==> src/rtl/dual_integral_image_assert.svh <==
// ---------------------------------------------------------------------------
// Dual integral image assertion macros
// Shared concurrent assertion forms, disabled while reset is high.
// ---------------------------------------------------------------------------
`ifndef DUAL_INTEGRAL_IMAGE_ASSERT_SVH
`define DUAL_INTEGRAL_IMAGE_ASSERT_SVH

// Same-cycle implication: when cond holds, prop must hold in that cycle.
`define DII_ASSERT_SAME(label, clk, rst, cond, prop) \
  label: assert property (@(posedge clk) disable iff (rst) (cond) |-> (prop)) \
    else $error("dual_integral_image: same-cycle check failed");

// Next-cycle implication: when cond holds, prop must hold in the next cycle.
`define DII_ASSERT_NEXT(label, clk, rst, cond, prop) \
  label: assert property (@(posedge clk) disable iff (rst) (cond) |=> (prop)) \
    else $error("dual_integral_image: next-cycle check failed");

`endif

==> src/rtl/dii_pkg.sv <==
// ---------------------------------------------------------------------------
// Dual integral image package
// Widths, register indexes, scan flags and the saturating adder.
// ---------------------------------------------------------------------------
package dii_pkg;

  localparam int SUM_W       = 36;
  localparam int MAG_W       = 16;
  localparam int WGT_W       = 24;
  localparam int LEN_W       = 11;
  localparam int CFG_DATA_W  = 16;
  localparam int CFG_INDEX_W = 2;
  localparam int LEN_MIN     = 2;

  localparam int MAX_LINE_LENGTH_DEFAULT = 1024;
  localparam int MAX_LINE_COUNT_DEFAULT  = 1024;

  localparam logic [SUM_W-1:0] SUM_MAX = {SUM_W{1'b1}};

  typedef enum logic [CFG_INDEX_W-1:0] {
    CFG_THRESHOLD   = 2'd0,
    CFG_LINE_LENGTH = 2'd1,
    CFG_LINE_COUNT  = 2'd2
  } cfg_index_t;

  // Position flags of the pixel being accepted.
  typedef struct packed {
    logic first_col;
    logic first_line;
    logic last_pix;
    logic frame_end;
  } scan_info_t;

  function automatic logic [SUM_W-1:0] sat_add(input logic [SUM_W-1:0] a,
                                               input logic [SUM_W-1:0] b);
    logic [SUM_W:0] s;
    s = {1'b0, a} + {1'b0, b};
    return s[SUM_W] ? SUM_MAX : s[SUM_W-1:0];
  endfunction

endpackage

==> src/rtl/dii_scan.sv <==
// ---------------------------------------------------------------------------
// Raster scan counters
// Tracks pixel and line position and flags line and frame boundaries.
// ---------------------------------------------------------------------------
module dii_scan import dii_pkg::*; #(
  parameter int MAX_LINE_LENGTH = MAX_LINE_LENGTH_DEFAULT,
  parameter int MAX_LINE_COUNT  = MAX_LINE_COUNT_DEFAULT
) (
  input  logic                               clk,
  input  logic                               rst,
  input  logic                               advance,
  input  logic [LEN_W-1:0]                   line_length,
  input  logic [LEN_W-1:0]                   line_count,
  output logic [$clog2(MAX_LINE_LENGTH)-1:0] col,
  output scan_info_t                         info
);

  localparam int PIX_W = $clog2(MAX_LINE_LENGTH);
  localparam int LIN_W = $clog2(MAX_LINE_COUNT);
  localparam int PCMP_W = (PIX_W + 1 > LEN_W) ? PIX_W + 1 : LEN_W;
  localparam int LCMP_W = (LIN_W + 1 > LEN_W) ? LIN_W + 1 : LEN_W;

  logic [PIX_W-1:0]  pixel_position;
  logic [LIN_W-1:0]  line_position;
  logic [PCMP_W-1:0] len_raw, len_eff, pix_inc;
  logic [LCMP_W-1:0] cnt_raw, cnt_eff, line_inc;

  always_comb begin
    len_raw = PCMP_W'(line_length);
    cnt_raw = LCMP_W'(line_count);
    if (len_raw < PCMP_W'(LEN_MIN)) len_eff = PCMP_W'(LEN_MIN);
    else if (len_raw > PCMP_W'(MAX_LINE_LENGTH)) len_eff = PCMP_W'(MAX_LINE_LENGTH);
    else len_eff = len_raw;
    if (cnt_raw < LCMP_W'(LEN_MIN)) cnt_eff = LCMP_W'(LEN_MIN);
    else if (cnt_raw > LCMP_W'(MAX_LINE_COUNT)) cnt_eff = LCMP_W'(MAX_LINE_COUNT);
    else cnt_eff = cnt_raw;
    pix_inc  = PCMP_W'(pixel_position) + PCMP_W'(1);
    line_inc = LCMP_W'(line_position) + LCMP_W'(1);
    info.first_col  = (pixel_position == '0);
    info.first_line = (line_position == '0);
    info.last_pix   = (pix_inc >= len_eff);
    info.frame_end  = info.last_pix && (line_inc >= cnt_eff);
  end

  assign col = pixel_position;

  always_ff @(posedge clk) begin
    if (rst) begin
      pixel_position <= '0;
      line_position  <= '0;
    end else if (advance) begin
      if (info.last_pix) begin
        pixel_position <= '0;
        line_position  <= info.frame_end ? '0 : LIN_W'(line_inc);
      end else begin
        pixel_position <= PIX_W'(pix_inc);
      end
    end
  end

endmodule

==> config.mk <==
export PLATFORM = sky130hd
export DESIGN_NAME = dii_scan
export DESIGN_NICKNAME = d
export VERILOG_FILES = /design/src/rtl/dual_integral_image_assert.svh /design/src/rtl/dii_pkg.sv /design/src/rtl/dii_scan.sv
export SDC_FILE = /design/constraint.sdc
export NUM_CORES = 1
export LEC_CHECK = 0
export BUFFER_PORTS_ARGS = -buffer_cell sky130_fd_sc_hd__buf_2
export CAP_MARGIN = 15
export CORE_MARGIN = 10
export CORE_UTILIZATION = 45
export CTS_CLUSTER_SIZE = 20
export DETAILED_ROUTE_END_ITERATION = 10
export PLACE_DENSITY = 0.68
export SLEW_MARGIN = 5
export SYNTH_ARGS = -nofsm -noshare
export SYNTH_HDL_FRONTEND = slang
export SYNTH_SLANG_ARGS = --single-unit
==> constraint.sdc <==
create_clock -name clk -period 5 [get_ports clk]
set_input_delay 0 -clock clk [delete_from_list [all_inputs] [get_ports clk]]
set_output_delay 0 -clock clk [all_outputs]
set_load 0.02 [all_outputs]
==> impl.org <==
** STA
- Between clock sinks in the finished design, the worst skew comes to 0.00439 ns.
- Static timing analysis puts the maximum clock frequency at ~310 MHz.
- Setup violation total in the final timing report :: 0
- Summed over all failing endpoints, the final setup total negative slack is 0 ns.
- Relative slew slack :: about half
- Unrepaired setup endpoints after global routing :: false
- Final worst path period need :: ~3.2 ns
- For the pin with the worst max-slew slack, the measured transition is roughly 0.77 ns.
- After layout, the worst path uses 64.6% of the clock period.
- Number of endpoints with negative hold slack in the final report :: 0
- Final-report max-slew violation count :: 0
- WHS :: 0.153 ns
- Fin worst setup slack :: ~1.8 ns

** Logic synthesis
- Compound-Gate Fraction of Synth Area :: 13.4%
- Of all flip-flops after synthesis, the portion carrying an async set or reset was 0%.
- The Yosys step of the flow raised 0 warnings.
- Synth unique cells :: 33
- Synthesis handed over a netlist of ~230 instances.
- Post-synthesis xor/xnor area fraction :: 12.3%
- Largest family of logic cells by synthesized area :: simple AND/OR/NAND/NOR gates
- Cell with the most instances after synthesis :: sky130_fd_sc_hd__nand2_1
- Yosys mapped a number of flops with a built-in enable equal to 0.
- Among all flip-flop cells after synthesis, the most frequent one is sky130_fd_sc_hd__dfxtp_1.
- The synthesized design devotes to its leading area cell type around 23% of total area.
- Synthesis produced a netlist with a net count of 277.
- The synthesized design contains 20 register bits.
- Ranking of synthesized cells by instance count :: 36 x sky130_fd_sc_hd__nand2_1, 26 x sky130_fd_sc_hd__ha_1, 20 x sky130_fd_sc_hd__dfxtp_1
- Of the post-synthesis cell area, the part taken by muxes is 1.13%.
- Largest area contributor in the synthesized netlist :: sky130_fd_sc_hd__dfxtp_1
- In this run the mean area of a mapped cell was a little under 8 um^2.
- Of the total synthesized cell area, the portion taken by AND, OR, NAND and NOR gates is between 20% and 30%.
- Summing every instance area after synthesis gives 1780 um^2.
- Of the total synthesized cell area, the portion taken by full adders, half adders and majority gates is roughly 18%.
- Proportion of synthesized chip area in sequential cells :: around 23%
- After synthesis, the cell types taking the most area are sky130_fd_sc_hd__dfxtp_1 23%, sky130_fd_sc_hd__ha_1 18%, sky130_fd_sc_hd__xor2_1 8.9%.

** Die
- Area of the core region :: about 3700 um^2
- Site Rows :: 22
- Effective utilization at floorplan :: 47.5%
- Die Span Y :: 82.9 um
- The die covers a little under 7000 um^2.
- Die W :: just over 80 um
- Number of placed I/O pins :: 39

** Flow run
- Max capacitance violation total :: 0

** Global routing
- Entering global routing, the biggest net connects 20 pins.
- Grt total ovfl :: 0
- The initial antenna violation count came to 0.
- First-pass GRT wire length :: approximately 6900 um
- Vias in the first global route :: roughly 1500
- For this run, the total global-route usage over all layers was measured as 11.3%.

** Worst setup path
- Nature of the critical path endpoint :: flop
- Most common cell type on the critical path :: sky130_fd_sc_hd__and3_1
- Top fanout value on the critical path :: 19
- Buffering stage count on the worst path with inverters included :: 0
- The critical path goes through ha_1, and3_1, and3_1, and3_1, and3_1, ha_1, nand4_1, nor2_1, a21oi_2, o21ai_2, o21ai_0, o2bb2ai_1.
- Slowest Stage Delay on Critical Path :: approximately 0.56 ns
- The setup path with the least slack is of type reg -> reg.
- The worst setup path is launched from a flop.
- Critical path arrival :: between 3 and 4 ns
- For the worst setup path, the data required time is between 5 and 6 ns.
- Cell family contributing the most delay on the critical path :: simple AND/OR/NAND/NOR gates
- Cell with the largest stage delay on the worst path :: sky130_fd_sc_hd__o21ai_2

** Clocking
- TritonCTS built the clock tree.
- The clock reaches the later pin of the worst-skew pair after 0.26 ns.
- The clock net in this run drives a total of 20 sinks.
- In this run the post-CTS setup repair buffer count came out at 0.
- After clock tree synthesis, the clock-pin slew on the worst setup and hold paths is ~0.08 ns.
- Buffers inserted to repair hold after CTS numbered 1.
- Number of CTS-inserted buffers :: 3
- Maximum clock path buffer count :: 2
- In this run the number of H-tree levels came out at 1.
- Clock tree synthesis selected as its root buffer the cell sky130_fd_sc_hd__clkbuf_8.
- In this run, post-CTS repair resized a total of 0 instances.

** Power
- Maximum resistive drop on vdd :: 0.160 mV
- Power Total :: 0.394 mW
- In this run the static leakage power is about 1.0 nW.
- Pwr Density :: roughly 190 nW/um^2

** Final layout
- Final cell count without fillers :: roughly 320
- After the last flow step, the layout net total stands at 319.
- From synthesis to final layout, the design area changed by 18.2%.
- In the final layout, the multi-input gates occupy ~1300 um^2.
- Across the whole layout, storage elements account for about 400 um^2.
- Fraction of layout cells with a size suffix above 1 :: around 18%
- Count of inserted antenna diode cells :: 0
- After routing the design area is between 2000 and 2500 um^2.
- Post-route core utilization :: 56.2%
- Fill cells in the final layout number ~370.

** Placement
- Number of cells after detailed placement :: 310
- During placement, the flow inserted port buffers numbering 38.
- After legalization and detailed placement, the total HPWL measured ~3400 um.
- At the end of routability-driven placement, the weighted congestion stood at around 0.86.
- Placed inst area :: roughly 2000 um^2
- Setup WS pre-CTS :: ~1.8 ns

** Route
- In the final routed layout, each cell accounts on average for around 13 um.
- The detail route stage leaves a number of antenna-violating nets equal to 0.
- After detailed routing, the number of remaining DRC violations is 0.
- Summing over every cut layer, the via total after detailed routing is between 1500 and 2000.
- Post-DR vias/cell :: between 5 and 6
- In this run, the number of DRC markers left after iteration 0 of detailed routing was roughly 110.
- The routed design has slightly above 4000 um of wire.
- The pre-antenna-repair detailed-routing pass consisted of 4 iterations.

** Hold path
- In this run the worst hold path is classified as in -> reg.

** Status
- The flow ran to the end, and the final reports show no timing, DRC or antenna violations.
## flip-flops by register name (all words and copies together) (netlist names)
name and cells:
line_position 10, col 10
## per-layer routing
| layer | global-route usage [%] | up-vias | share of wire (%) |
|---|---|---|---|
| met5 | 0 | - | 0 |
| li1 | - | 882 | - |
| met1 | 15.3 | 720 | 52 |
| met2 | 17.2 | 20 | 44 |
| met4 | 3.23 | 0 | 0.88 |
| met3 | 2.44 | 2 | 3.0 |
## area by class of cell
class / count / share of cell area, %
Multi-Input combinational cell: 191 / 62.9
Tap cell: 48 / 2.86
Timing Repair Buffer: 39 / 9.52
Clock buffer: 3 / 1.96
Clock inverter: 1 / 1.43
Inverter: 13 / 2.32
Sequential cell: 20 / 19.0
## report_power, final
group | internal [mW] | switching, mW | leakage (nW)
Clock | 0.107 | 0.0545 | 0.0357
Sequential | 0.161 | 0.00271 | 0.161
Combinational | 0.0290 | 0.0397 | 0.848
## cell families after synthesis
logic type	after synthesis
AOI/OAI and AO/OA	36
xor gates and xnor gates	25
adders and majority gates	26
buffers and inverters	15
DFF	20
muxes	2
and+or+nand+nor	102
## worst register-to-register path, delay by kind of cell, from the launching register on
kind                       cells  cell delay (ns)
AOI/OAI and AO/OA              4             1.03
adders and majority gates      2             0.57
DFF                            1             0.37
and+or+nand+nor                6             1.15
## worst paths after layout
kind              cells past startpoint                           from  slack (ns)                       endpoint
setup reg to reg                     12            col[0]$_SDFFE_PP0P_        1.77  line_position[4]$_SDFFE_PP0P_
hold reg to reg                       2  line_position[1]$_SDFFE_PP0P_        0.52  line_position[1]$_SDFFE_PP0P_
setup / recovery                     12            col[0]$_SDFFE_PP0P_        1.77  line_position[4]$_SDFFE_PP0P_
hold / removal                        3                        advance        0.15            col[0]$_SDFFE_PP0P_
## layout by cell type, fill, tap and decap left out, drive strengths merged, types with 7 or more instances in the layout
master,count
nand2,36
xnor2,7
a21oi,11
buf,38
dfxtp,20
o21ai,15
inv,13
and3,10
nor2,15
nor4,7
xor2,18
ha,26
(Power assumes the default switching activity.)
